<file path="src/rtl/rbfae_pkg.sv">
// Types, codes and constants of the RBF adaptive estimator.
`default_nettype none
package rbfae_pkg;
    localparam int DATA_W      = 24;
    localparam int DIMS        = 6;
    localparam int OUTS        = 3;
    localparam int CFG_W       = 24;
    localparam int CFG_IDX_W   = 2;
    localparam int KIND_W      = 2;
    localparam int IDX_W       = 6;
    localparam int DT_W        = 16;
    localparam int EST_W       = 32;
    localparam int IN_TDATA_W  = 240;
    localparam int OUT_TDATA_W = 96;
    localparam int ERR_BASE    = IDX_W + DIMS * DATA_W;
    localparam int DT_BASE     = ERR_BASE + OUTS * DATA_W;

    localparam logic [CFG_IDX_W-1:0] CFG_RATE  = 2'd0;
    localparam logic [CFG_IDX_W-1:0] CFG_LEAK  = 2'd1;
    localparam logic [CFG_IDX_W-1:0] CFG_WIDTH = 2'd2;

    localparam logic [CFG_W-1:0] RATE_RST  = 24'd65536;
    localparam logic [CFG_W-1:0] LEAK_RST  = 24'd6554;
    localparam logic [CFG_W-1:0] WIDTH_RST = 24'd65536;

    localparam logic [KIND_W-1:0] KIND_EST   = 2'd0;
    localparam logic [KIND_W-1:0] KIND_LOAD  = 2'd1;
    localparam logic [KIND_W-1:0] KIND_CLEAR = 2'd2;

    localparam logic signed [48:0] WEIGHT_LIM = 49'sd3276800;
    localparam logic signed [59:0] DQ_LIM     = 60'sd274877906944;

    typedef logic signed [DATA_W-1:0] t_word;
    typedef t_word [DIMS-1:0] t_vec;
    typedef t_word [OUTS-1:0] t_wts;

    typedef struct packed {
        logic shift;
        logic clear;
    } t_cell_ctl;

    // exp(-2^k) in Q0.32, k = -16 .. 3
    localparam logic [31:0] EXP_TAB [20] = '{
        32'd4294901760, 32'd4294836226, 32'd4294705160, 32'd4294443040,
        32'd4293918848, 32'd4292870656, 32'd4290775039, 32'd4286586875,
        32'd4278222805, 32'd4261543595, 32'd4228380000, 32'd4162825044,
        32'd4034748382, 32'd3790295335, 32'd3344923893, 32'd2605029347,
        32'd1580030169, 32'd581260616,  32'd78665070,   32'd1440801
    };
endpackage
`default_nettype wire

</file>
<file path="src/rtl/rbfae_cell.sv">
// One neuron cell of the ring: its centre and its three output weights.
`default_nettype none
module rbfae_cell (
    input  logic                 i_clk,
    input  logic                 i_rst_n,
    input  rbfae_pkg::t_cell_ctl i_ctl,
    input  logic                 i_load,
    input  rbfae_pkg::t_vec      i_load_c,
    input  rbfae_pkg::t_vec      i_nxt_c,
    input  rbfae_pkg::t_wts      i_nxt_w,
    output rbfae_pkg::t_vec      o_c,
    output rbfae_pkg::t_wts      o_w
);
    import rbfae_pkg::*;

    t_vec r_c;
    t_wts r_w;

    // centre has no reset value
    always_ff @(posedge i_clk) begin
        if (i_load) begin
            r_c <= i_load_c;
        end else if (i_ctl.shift) begin
            r_c <= i_nxt_c;
        end
    end

    always_ff @(posedge i_clk) begin
        if (!i_rst_n) begin
            r_w <= '0;
        end else if (i_ctl.clear) begin
            r_w <= '0;
        end else if (i_ctl.shift) begin
            r_w <= i_nxt_w;
        end
    end

    assign o_c = r_c;
    assign o_w = r_w;
endmodule
`default_nettype wire

</file>
<file path="config.mk">
export PLATFORM = sky130hd
export DESIGN_NAME = rbfae_cell
export DESIGN_NICKNAME = d
export VERILOG_FILES = /design/src/rtl/rbfae_pkg.sv /design/src/rtl/rbfae_cell.sv
export SDC_FILE = /design/constraint.sdc
export NUM_CORES = 1
export LEC_CHECK = 0
export ABC_AREA = 1
export BUFFER_PORTS_ARGS = -buffer_cell sky130_fd_sc_hd__buf_2
export CAP_MARGIN = 20
export CORE_AREA = 4 4 223 225
export DETAILED_ROUTE_END_ITERATION = 12
export DIE_AREA = 0 0 227 229
export PLACE_DENSITY_LB_ADDON = 0.15
export SLEW_MARGIN = 10
export SYNTH_ARGS = -nofsm -noshare
export SYNTH_HDL_FRONTEND = slang
export SYNTH_SLANG_ARGS = --single-unit
export TNS_END_PERCENT = 50
</file>
<file path="constraint.sdc">
create_clock -name i_clk -period 6.2 [get_ports i_clk]
set_input_delay 0.31 -clock i_clk [delete_from_list [all_inputs] [get_ports i_clk]]
set_output_delay 0.31 -clock i_clk [all_outputs]
set_load 0.02 [all_outputs]
</file>
======== After elaboration in Yosys (flattened, before gate mapping) ========
Cells that the tools add are included.
W data, S select, Z words.
cells by class
  muxes and demuxes ....................... 2
  bitwise gates (word level) .............. 1
  reductions and logical operators ........ 2
operator list
  cell                count
  $mux W144           2
  $reduce_bool A2 Y1  1
  $reduce_or A2 Y1    1
  $not A1 Y1          1
storage, ports and cells
  register bits ........................... 216
  bits of input ports ..................... 365
  output and inout bits ................... 216

======== Logic depth before layout (Yosys ltp) ========
Gate-level depths: netlist of the first run.
  depth in word-level cells ............... 2
  gate-level depth with buffers ........... 6
  gate-level depth less buffers ........... 3

======== Worst setup path before layout of the first run ========
OpenSTA, ideal clock, no wires.
  path kind ............................... input -> register
  start ................................... input port i_ctl[1] in the netlist's numbering
  end ..................................... register r_c, in the netlist o_c[0] (enable)
  library setup time ...................... 509 ps
  data arrival time ....................... 3863 ps
  data required time ...................... 5691 ps
  slack ................................... 1828 ps
  stages .................................. 4
  cell sequence ........................... buf_2 > clkinv_2 > buf_4 > nand2_1
between the ends
  word-level cells in the longest chain between the ends .. 1
RTL lines
  item                          RTL line          RTL
  from (decl)                   rbfae_cell.sv:6   input rbfae_pkg::t_cell_ctl i_ctl,
  $reduce_bool A2 Y1 (no line)  n/a
  to (signal assigned)          rbfae_cell.sv:22  r_c <= i_load_c;
  to (signal assigned)          rbfae_cell.sv:24  r_c <= i_nxt_c;
  to (decl)                     rbfae_cell.sv:16  t_vec r_c;
No other way between the ends.
A chain may end at the register's enable or synchronous reset.

======== Worst setup path in the final report of the first run ========
  start ................................... input port i_load
  end ..................................... register r_c, in the netlist o_c[85] (data pin)
between the ends
  word-level cells in the longest chain between the ends .. 1
RTL lines
  item         RTL line          RTL
  from (decl)  rbfae_cell.sv:7   input logic i_load,
  $mux W144    rbfae_cell.sv:21  if (i_load) begin
No other way between the ends.

==> out/qor.yml, run 1 <==
die_h_um: 229
fp.dieW_um: 227
cap_violations: 0
numCtsBuffers: 28
antenna_found_initial: 23
period_share_pct: 39.16
clk_latency_ns: 0.54
rsz0062_at_grt: "no"
initial_core_util_pct: 18.11
min_path_type: "input port to flop"
gr-total-overflow: 0
nNetsFinal: 2028
ys_seq_elements: 216
synth_area_leaders: "edfxtp_1, nand2_1, dfxtp_1, a21oi_1, buf_2"
reg2reg_depth: 2
leakage_nw: 7.265
clk_pin_slew_ns: 0.06
gp_congestion: 0.7997
h-tree-depth: 1
finalClockSkew_ns: 0
grt.total_usage_pct: 14.08
routed_wl_um: 39180
finalNonFillerCells: 2310
syn2layout_area_growth_pct: 71.38
path_class: "input port to flop"
maxSlewViolCount: 0
finalSetupViolCount: 0
cp.required_ns: 6.61
vias: 9004
syn_nets: 1287
ir_drop_uv: 204.7
cts_setup_buffers: 0
whs_path_depth: 3
yosys.area.top_type: "edfxtp_1"
yosysUniqueCellTypes: 11
postCtsResizedCells: 0
fmax_mhz: 411.8
worst_slew_pin_slew_ns: 1.068
cp_slowest_cell: "buf_4"
core_um2: 47550
numPortBuffers: 580
dp_cells: 2072
yosysTopAreaCellShare_pct: 50.22
syn-cell-area_um2: 8611
drive_gt1_share_pct: 37.53
critPathCaptureType: "flop"
power_density_nw_per_um2: 271.8
path_max_fanout: 90
firstDrtPassIters: 4
wl_per_cell_um: 16.96
drt_iter0_drc: 263
num_io_pins: 581
synth_seq_area_share_pct: 66.96
grt_pass1_vias: 9456
dieArea_um2: 51980
hold_viol_final: 0
via_per_inst: 3.898
cts_tree: "built"
path_cells: "buf_4, inv_4, buf_4, nand2_1, nand2_1, dlygate4sd3_1"
maxSlewHeadroom_pct: 28.79
cts_buffer_depth: 3
grt_pass1_wl_um: 56450
ctsHoldBuffers: 176
grt_max_degree: 91
cp_slowest_stage_delay_ns: 0.81
place_hpwl_um: 28900
outcome: "completed"
fin_crit_ns: 2.428
avgSynthCellArea_um2: 9.339
drc: 0
startpoint_type: "input port"
fill_cells: 5045
clockRootBuffer: "clkbuf_16"
tns_ns: 0
cts.sinks: 216
syn_inst: 922
drtAntennaViolNets: 0
yosys_warnings: 0
rows: 80
crit_arrival_ns: 2.84
worst max-delay path, delay by kind of cell:
family / cells / cell delay, ns
and+or+nand+nor: 2 / 0.24
buffers and inverters: 4 / 2.06
Yosys cell counts:
library cell	number
a21oi_1	72
buf_2	30
buf_4	15
buf_6	1
clkbuf_1	7
clkinv_2	1
dfxtp_1	72
edfxtp_1	144
inv_1	1
inv_4	1
nand2_1	578
sequential cells by signal, summed over array words and instances (netlist names):
signal / count
o_c: 144
o_w: 72
cell type report:
type	count	area, um^2	share of cell area [%]
multi-input cells	650	2540	17.21
clock inverters	14	123.9	0.8394
clock buffers	37	775.7	5.257
well taps	615	769.5	5.214
diodes	11	27.53	0.1865
inverters	3	15.01	0.1017
repair buffers	764	4740	32.12
flip-flops and latches	216	5766	39.07
per-stage QoR:
stage	utilization (%)	setup slack [ns]	hold WS [ns]	instance area, um^2	power [W]
2_1_floorplan	-	1.828	0.4505	8611	0.002051
4_1_cts	30.98	3.845	0.0001958	14730	0.004088
5_1_grt	31.02	3.626	0.002251	14750	0.004208
3_3_place_gp	25.38	3.625	0.4456	12070	0.002359
3_5_place_dp	25.38	3.642	0.4512	12070	0.002358
6_report	31.04	3.772	0.03593	14760	0.004010
cells by family after synthesis:
kind of cell | after synthesis | share of synthesized area [%]
AOI/OAI and AO/OA | 72 | 4.185
buffers and inverters | 56 | 3.662
DFF | 216 | 66.96
and+or+nand+nor | 578 | 25.20
power by group:
part           internal (W)  switching, W  total [W]
Clock              0.000958      0.000641    0.00160
Combinational      0.000288      0.000418   0.000706
Sequential          0.00167     0.0000316    0.00171
Total               0.00292       0.00109    0.00401
path summary, 6_finish.rpt:
kind | start | slack [ns] | end
min reg2reg | o_w[25]$_SDFFE_PP0P_ | 0.46 | o_w[25]$_SDFFE_PP0P_
min | i_nxt_w[0] | 0.04 | o_w[0]$_SDFFE_PP0P_
max reg2reg | o_w[2]$_SDFFE_PP0P_ | 5.55 | o_w[2]$_SDFFE_PP0P_
max | i_load | 3.77 | o_c[85]$_DFFE_PP_
metal layers:
layer / track usage (%) / part of all wire [%] / wire length (um)
met5: 0 / 0.33 / 130
met4: 4.028 / 2.8 / 1085
met3: 6.467 / 11 / 4290
met2: 25.73 / 50 / 19630
met1: 14.36 / 36 / 14040
layout by cell type (no fill, tap or decap):
cell	count
buf_2	579
nand2_1	576
dlygate4sd3_1	176
edfxtp_1	144
a21oi_1	72
dfxtp_1	72
clkbuf_16	29
diode_2	11
buf_4	8
clkbuf_1	6
clkinv_2	5
clkinv_1	5
bufinv_16	2
clkbuf_8	2
inv_4	1
nand2_4	1
inv_1	1
nand2_2	1
clkinv_4	1
inv_6	1
clkinvlp_4	1
buf_12	1
No activity file was read; power rests on OpenSTA's default activity.
==> run 2: changes to the inputs <==
--- a/config.mk
+++ b/config.mk
@@ -5,12 +5,12 @@
 export SDC_FILE = /design/constraint.sdc
 export NUM_CORES = 1
 export LEC_CHECK = 0
-export ABC_AREA = 1
+export ABC_AREA = 0
 export BUFFER_PORTS_ARGS = -buffer_cell sky130_fd_sc_hd__buf_2
 export CAP_MARGIN = 20
-export CORE_AREA = 4 4 223 225
+export CORE_AREA = 4 4 225 227
 export DETAILED_ROUTE_END_ITERATION = 12
-export DIE_AREA = 0 0 227 229
+export DIE_AREA = 0 0 229 231
 export PLACE_DENSITY_LB_ADDON = 0.15
 export SLEW_MARGIN = 10
 export SYNTH_ARGS = -nofsm -noshare
==> constraint.sdc (replaced) <==
create_clock -name i_clk -period 2.4 [get_ports i_clk]
set_input_delay 0.12 -clock i_clk [delete_from_list [all_inputs] [get_ports i_clk]]
set_output_delay 0.12 -clock i_clk [all_outputs]
set_load 0.02 [all_outputs]
==> run 2 against run 1 <==
The flow now stops in 4_1_cts. Synthesized cell count down 42%. Synthesized area is 2.1% higher.
==> out/qor.yml, run 2 <==
ys_seq_elements: 216
clockRootBuffer: "clkbuf_16"
place_hpwl_um: 24200
yosysMostFrequentCell: "edfxtp_1"
synth_seq_area_share_pct: 65.58
initial_core_util_pct: 18.07
synth_edf_count: 144
outcome: "stopped before the end"
gp_congestion: 0.7743
yosysUniqueCellTypes: 12
numCtsBuffers: 28
synthTopCellsByCount: "edfxtp_1, mux2_2, dfxtp_1, mux2i_1, nor2_1"
yosys.area.top_type: "edfxtp_1"
h-tree-depth: 1
stop_error: "[ERROR RSZ-0060] Max buffer count reached."
syn-cell-area_um2: 8791
num_io_pins: 581
syn_inst: 538
die_h_um: 231
lastStage: "4_1_cts"
fp.dieW_um: 229
syn_nets: 903
ctsHoldBuffers: 356
synth_flop_cell: "edfxtp_1"
synth_area_leaders: "edfxtp_1, dfxtp_1, mux2_2, mux2_4, mux2i_1"
yosysTopAreaCellShare_pct: 49.19
avgSynthCellArea_um2: 16.34
cts_setup_buffers: 0
postCtsResizedCells: 0
yosys_warnings: 0
cts.sinks: 216
synthArstFlopShare_pct: 0
cts_buffer_depth: 3
rows: 81
numPortBuffers: 580
## run 2: kinds of logic after synthesis
logic type	after synthesis	share of synthesized area (%)
buf+inv	32	2.462
flops	216	65.58
simple gates	74	3.217
mux	216	28.74
## run 2: per-stage QoR
| step | hold slack, ns | util (%) | instances | setup slack, ns | instance area [um^2] |
|---|---|---|---|---|---|
| after detailed placement | 0.3613 | 25.51 | 1718 | 0.8111 | 12410 |
| after global placement | 0.3550 | 25.51 | 1718 | 0.8238 | 12410 |
| after floorplan | 0.2672 | - | 538 | 0.3544 | 8793 |
==> run 3: changes to the inputs <==
--- a/config.mk
+++ b/config.mk
@@ -8,9 +8,9 @@
 export ABC_AREA = 0
 export BUFFER_PORTS_ARGS = -buffer_cell sky130_fd_sc_hd__buf_2
 export CAP_MARGIN = 20
-export CORE_AREA = 4 4 225 227
+export CORE_AREA = 4 4 221 223
 export DETAILED_ROUTE_END_ITERATION = 12
-export DIE_AREA = 0 0 229 231
+export DIE_AREA = 0 0 225 227
 export PLACE_DENSITY_LB_ADDON = 0.15
 export SLEW_MARGIN = 10
 export SYNTH_ARGS = -nofsm -noshare
==> run 3 against run 2 <==
The flow again stops in 4_1_cts. Synthesized area unchanged. Synthesized cell count unchanged.
==> out/qor.yml, run 3 <==
synth_xor_area_share_pct: 0
synthSimpleGateAreaFrac_pct: 3.217
cts_setup_buffers: 0
cts.sinks: 216
synth_top_family_by_area: "multiplexers"
postCtsResizedCells: 0
die_h_um: 227
yosys_warnings: 0
yosysUniqueCellTypes: 12
syn_inst: 538
synthArstFlopShare_pct: 0
syn-cell-area_um2: 8791
synthTopCellsByCount: "edfxtp_1, mux2_2, dfxtp_1, mux2i_1, nor2_1"
yosysMostFrequentCell: "edfxtp_1"
clockRootBuffer: "clkbuf_16"
synth_seq_area_share_pct: 65.58
ctsHoldBuffers: 351
initial_core_util_pct: 18.88
num_io_pins: 581
h-tree-depth: 1
synth_edf_count: 144
stop_error: "[ERROR RSZ-0060] Max buffer count reached."
outcome: "stopped before the end"
gp_congestion: 0.7489
lastStage: "4_1_cts"
place_hpwl_um: 25050
fp.dieW_um: 225
synth_compound_gate_area_share_pct: 0
synth_fa_ha_area_share_pct: 0
synth_mux_area_share_pct: 28.74
synth_area_leaders: "edfxtp_1, dfxtp_1, mux2_2, mux2_4, mux2i_1"
syn_nets: 903
yosysTopAreaCellShare_pct: 49.19
avgSynthCellArea_um2: 16.34
synth_flop_cell: "edfxtp_1"
ys_seq_elements: 216
numCtsBuffers: 27
cts_buffer_depth: 3
yosys.area.top_type: "edfxtp_1"
rows: 79
numPortBuffers: 580
## run 3: cell counts after synthesis
Identical to the previous run, type by type.
## run 3: cells by family after synthesis
family,Yosys count
mux,216
flops,216
simple gates,74
buf+inv,32
## run 3: metrics by stage
step / setup WS (ns) / utilization (%) / instances / cell area [um^2]
3_3_place_gp: 0.9209 / 26.53 / 1701 / 12350
2_1_floorplan: 0.3544 / - / 538 / 8793
3_5_place_dp: 0.9012 / 26.53 / 1701 / 12350
